$ cat config.mk
export PLATFORM = sky130hd
export DESIGN_NAME = fpc_ctrl
export DESIGN_NICKNAME = d
export VERILOG_FILES = /design/src/hw/rtl/fpc_pkg.sv /design/src/hw/rtl/fpc_ctrl.sv
export SDC_FILE = /design/constraint.sdc
export NUM_CORES = 1
export LEC_CHECK = 0
export BUFFER_PORTS_ARGS = -buffer_cell sky130_fd_sc_hd__clkbuf_2
export CAP_MARGIN = 25
export CORE_AREA = 2 2 39 41
export DETAILED_ROUTE_END_ITERATION = 6
export DIE_AREA = 0 0 41 43
export GPL_ROUTABILITY_DRIVEN = 0
export PLACE_DENSITY = 0.73
export SETUP_SLACK_MARGIN = 0.5
export SLEW_MARGIN = 20
export SYNTH_ARGS = -nofsm -noshare
export SYNTH_HDL_FRONTEND = slang
export SYNTH_SLANG_ARGS = --single-unit
$ cat constraint.sdc
create_clock -name clock -period 2.2 [get_ports clock]
set_input_delay 0.11 -clock clock [delete_from_list [all_inputs] [get_ports clock]]
set_output_delay 0.11 -clock clock [all_outputs]
set_load 0.02 [all_outputs]
$ cat src/hw/rtl/fpc_pkg.sv
// ----------------------------------------------------------------------------
// Frustum plane culling package
// Shared constants, request codes and the command bundle that the controller
// sends to the datapath.
// ----------------------------------------------------------------------------
package fpc_pkg;

   localparam int NUM_PLANES  = 5;
   localparam int PLANE_SEL_W = (NUM_PLANES > 1) ? $clog2(NUM_PLANES) : 1;

   localparam logic [1:0] KIND_LOAD   = 2'd0;
   localparam logic [1:0] KIND_SPHERE = 2'd1;
   localparam logic [1:0] KIND_BOX    = 2'd2;
   localparam logic [1:0] KIND_NONE   = 2'd3;

   typedef struct packed {
      logic signed [15:0] normal_x;
      logic signed [15:0] normal_y;
      logic signed [15:0] normal_z;
      logic signed [31:0] plane_offset;
      logic signed [31:0] point_x;
      logic signed [31:0] point_y;
      logic signed [31:0] point_z;
      logic [30:0]        size_x;
      logic [30:0]        size_y;
      logic [30:0]        size_z;
      logic [2:0]         plane_index;
      logic               is_box;
   } req_payload_type;

   typedef struct packed {
      logic                   load;
      logic                   capture;
      logic                   step;
      logic [PLANE_SEL_W-1:0] plane_sel;
      logic                   acc_en;
      logic                   push;
   } cmd_type;

endpackage

$ cat src/hw/rtl/fpc_ctrl.sv
// ----------------------------------------------------------------------------
// Frustum plane culling controller
// Accepts requests, walks the plane table once per query and hands the
// verdict to the response register.
// ----------------------------------------------------------------------------
module fpc_ctrl (
   input  logic              clock,
   input  logic              reset,
   input  logic              req_valid,
   output logic              req_ready,
   input  logic [1:0]        req_kind,
   output logic              rsp_valid,
   input  logic              rsp_ready,
   output fpc_pkg::cmd_type  cmd
);

   localparam logic [1:0] S_IDLE  = 2'd0;
   localparam logic [1:0] S_RUN   = 2'd1;
   localparam logic [1:0] S_FINAL = 2'd2;
   localparam logic [1:0] S_DONE  = 2'd3;

   localparam logic [fpc_pkg::PLANE_SEL_W-1:0] LAST_PLANE =
      fpc_pkg::PLANE_SEL_W'(fpc_pkg::NUM_PLANES - 1);

   logic [1:0]                       state_ff, state_in;
   logic [fpc_pkg::PLANE_SEL_W-1:0]  cnt_ff, cnt_in;
   logic                             rsp_valid_ff, rsp_valid_in;
   logic                             accept;
   logic                             slot_free;

   assign req_ready = (state_ff == S_IDLE);
   assign accept    = req_valid && req_ready;
   assign slot_free = !rsp_valid_ff || rsp_ready;
   assign rsp_valid = rsp_valid_ff;

   always_comb begin
      state_in      = state_ff;
      cnt_in        = cnt_ff;
      cmd           = '0;
      cmd.plane_sel = cnt_ff;
      rsp_valid_in  = rsp_valid_ff && !rsp_ready;
      unique case (state_ff)
         S_IDLE: begin
            if (accept) begin
               unique case (req_kind)
                  fpc_pkg::KIND_LOAD: begin
                     cmd.load = 1'b1;
                  end
                  fpc_pkg::KIND_SPHERE, fpc_pkg::KIND_BOX: begin
                     cmd.capture = 1'b1;
                     cnt_in      = '0;
                     state_in    = S_RUN;
                  end
                  default: begin
                  end
               endcase
            end
         end
         S_RUN: begin
            cmd.step   = 1'b1;
            cmd.acc_en = (cnt_ff != '0);
            if (cnt_ff == LAST_PLANE) begin
               state_in = S_FINAL;
            end else begin
               cnt_in = cnt_ff + 1'b1;
            end
         end
         S_FINAL: begin
            cmd.acc_en = 1'b1;
            state_in   = S_DONE;
         end
         S_DONE: begin
            if (slot_free) begin
               cmd.push     = 1'b1;
               rsp_valid_in = 1'b1;
               state_in     = S_IDLE;
            end
         end
         default: begin
            state_in = S_IDLE;
         end
      endcase
   end

   always_ff @(posedge clock) begin
      if (reset) begin
         state_ff     <= S_IDLE;
         cnt_ff       <= '0;
         rsp_valid_ff <= 1'b0;
      end else begin
         state_ff     <= state_in;
         cnt_ff       <= cnt_in;
         rsp_valid_ff <= rsp_valid_in;
      end
   end

endmodule

==> impl_metrics.yaml <==
sta:
  drv_slew: 0
  tns_ns: 0
  period_needed_ns: 1.60
  max_freq_mhz: 625
  finalSetupViolations: 0
  hold_viol_final: 0
  maxSlewHeadroom: 0.741
  worstMarginPinSlew_ns: 0.389
  period_share: 0.728
  skew_ns: 0.00317
  rsz0062_at_grt: "false"
job:
  maxCapViolCount: 0
min_path:
  min_path_type: "input port to flop"
  hp-start: "reset"
global_routing:
  antenna_found_initial: 0
  grt_start_max_net_pins: 12
  overflow: 0
  grt_pass1_vias: 370
  track_usage: 0.129
  grt_pass1_wl_microns: 1480
routing:
  vias_per_cell: 4.90
  drc: 0
  num_vias: 426
  drt-pass1-iter-count: 4
  post_drt_wl_per_cell_microns: 11.1
  final_antenna_net_count: 0
  wirelength_microns: 962
  drtIter0Drc: 4
clock_network:
  postCtsHoldBufs: 0
  clock-sinks: 6
  clockBufferDepth: 2
  post_cts_buffers: 0
  clk_pin_slew_ns: 0.05
  cts_tree: "done"
  postCtsResizedCells: 0
  htree_levels: 1
  clockRootBuffer: "clkbuf_4"
  cts_buffers: 3
  clock_latency_ns: 0.24
floorplan:
  io_pins: 16
  die_h_microns: 43
  die-area_sq_um: 1760
  die_w_microns: 41
  std_cell_rows: 14
  initial_core_util: 0.360
  coreArea_sq_um: 1380
layout:
  drive_above_1_share: 0.366
  area_growth_pct: 21.4
  diodes: 0
  nets: 87
  layoutNonFillerInstCount: 87
  layout_commonest_cell: "clkbuf_2"
  mostFrequentLayoutCells: "clkbuf_2, ha_1, inv_1"
  utilization: 0.437
  fillerInstances: 149
power:
  p_leak_nw: 0.296
  power.total_uw: 644
  ir_drop_uv: 542
  cellPowerDensity_nw_per_um2: 1070
synthesis:
  ys_seq_elements: 6
  syn-cell-area_sq_um: 498
  yosys.area_share.simple: 0.234
  synth.mux.area_fraction: 0.0402
  synth_fp_nets: 68
  yosysUniqueCellTypes: 25
  avgSynthCellArea_sq_um: 9.22
  yosysWarnings: 0
  ys_seq_area_frac: 0.241
  synth_compound_area_frac: 0.209
  syn-instance-count: 54
  synth_adder_area_share: 0.201
  synth_xor_area_frac: 0
  synth_top_family_by_area: "simple AND/OR/NAND/NOR gates"
setup_path:
  rr_startpoint: "state_ff[0]"
  crit_arrival_ns: 1.49
  crit_fanout: 11
  cp-start-kind: "flop"
  crit_start: "state_ff[1]"
  cp.required_ns: 2.09
  critPathKind: "flop to primary output"
  cp-end-kind: "primary output"
status:
  status: "finished clean"
place:
  dp.cells: 84
  io_buffers: 15
==> critical path: stages, from the launching register on <==
cell      delay [ns]
dfxtp_1         0.32
inv_1           0.10
ha_1            0.40
a21oi_1         0.12
nor2b_1         0.12
clkbuf_2        0.17
==> cells by family after synthesis <==
group / after synthesis
simple gates: 18
compound gates: 12
buf+inv: 8
fa+ha+maj: 8
flops: 6
mux: 2
==> where the power goes <==
group	switching [mW]	internal, mW	leakage, nW	total (mW)
sequential	0.0222	0.131	0.0487	0.153
clock	0.0406	0.0618	0.0138	0.102
combinational	0.226	0.162	0.233	0.389
==> state kept, by name, indices dropped and copies added, names as in the netlist <==
signal,count
state_ff,2
cnt_ff,3
rsp_valid,1
==> layout make-up <==
class / instances / area [sq um] / area share
clock buffers: 3 / 22.5 / 0.0373
inverters: 7 / 26.3 / 0.0435
multi-input cells: 40 / 340 / 0.563
flip-flops and latches: 6 / 120 / 0.199
well taps: 16 / 20.0 / 0.0331
repair buffers: 15 / 75.1 / 0.124
==> through the flow <==
stage | setup WS, ns | hold WS (ns) | area [sq um]
2_1_floorplan | 0.742 | 0.179 | 498
3_3_place_gp | 0.713 | 0.393 | 582
3_5_place_dp | 0.691 | 0.401 | 582
4_1_cts | 0.579 | 0.134 | 604
5_1_grt | 0.502 | 0.145 | 604
6_report | 0.599 | 0.145 | 604
==> per-layer routing <==
layer | up-vias | part of all wire | track usage
met5 | - | 0 | 0
met1 | 193 | 0.41 | 0.132
met2 | 8 | 0.53 | 0.206
li1 | 223 | - | -
met4 | 0 | 0.0042 | 0.0400
met3 | 2 | 0.056 | 0.0785
==> synth_stat cells <==
cell / number / area, sq um
nor2b_2: 1 / 8.76
nand2b_1: 1 / 6.26
buf_6: 1 / 11.3
a31oi_1: 2 / 12.5
and3_1: 3 / 18.8
a21boi_2: 1 / 11.3
a21bo_2: 1 / 10.0
mux2i_1: 2 / 20.0
a311oi_1: 1 / 8.76
a221oi_4: 1 / 26.3
nor2b_1: 2 / 12.5
o21ai_1: 1 / 5.00
a21oi_1: 2 / 10.0
o21bai_1: 1 / 7.51
ha_1: 8 / 100
or2b_2: 2 / 17.5
nand3b_1: 1 / 7.51
inv_1: 7 / 26.3
nand4_1: 3 / 18.8
nor2_1: 3 / 11.3
nand2_2: 1 / 6.26
o31ai_1: 1 / 7.51
nand2b_2: 1 / 8.76
dfxtp_1: 6 / 120
o21ai_0: 1 / 5.00
==> final timing paths <==
| path | cells after the start | to | slack, ns |
|---|---|---|---|
| max | 5 | cmd[1] | 0.60 |
| min | 2 | rsp_valid | 0.14 |
| max reg2reg | 5 | state_ff[1] | 0.70 |
| min reg2reg | 2 | state_ff[0] | 0.51 |
Note: power is estimated with default switching activity, not from simulation.
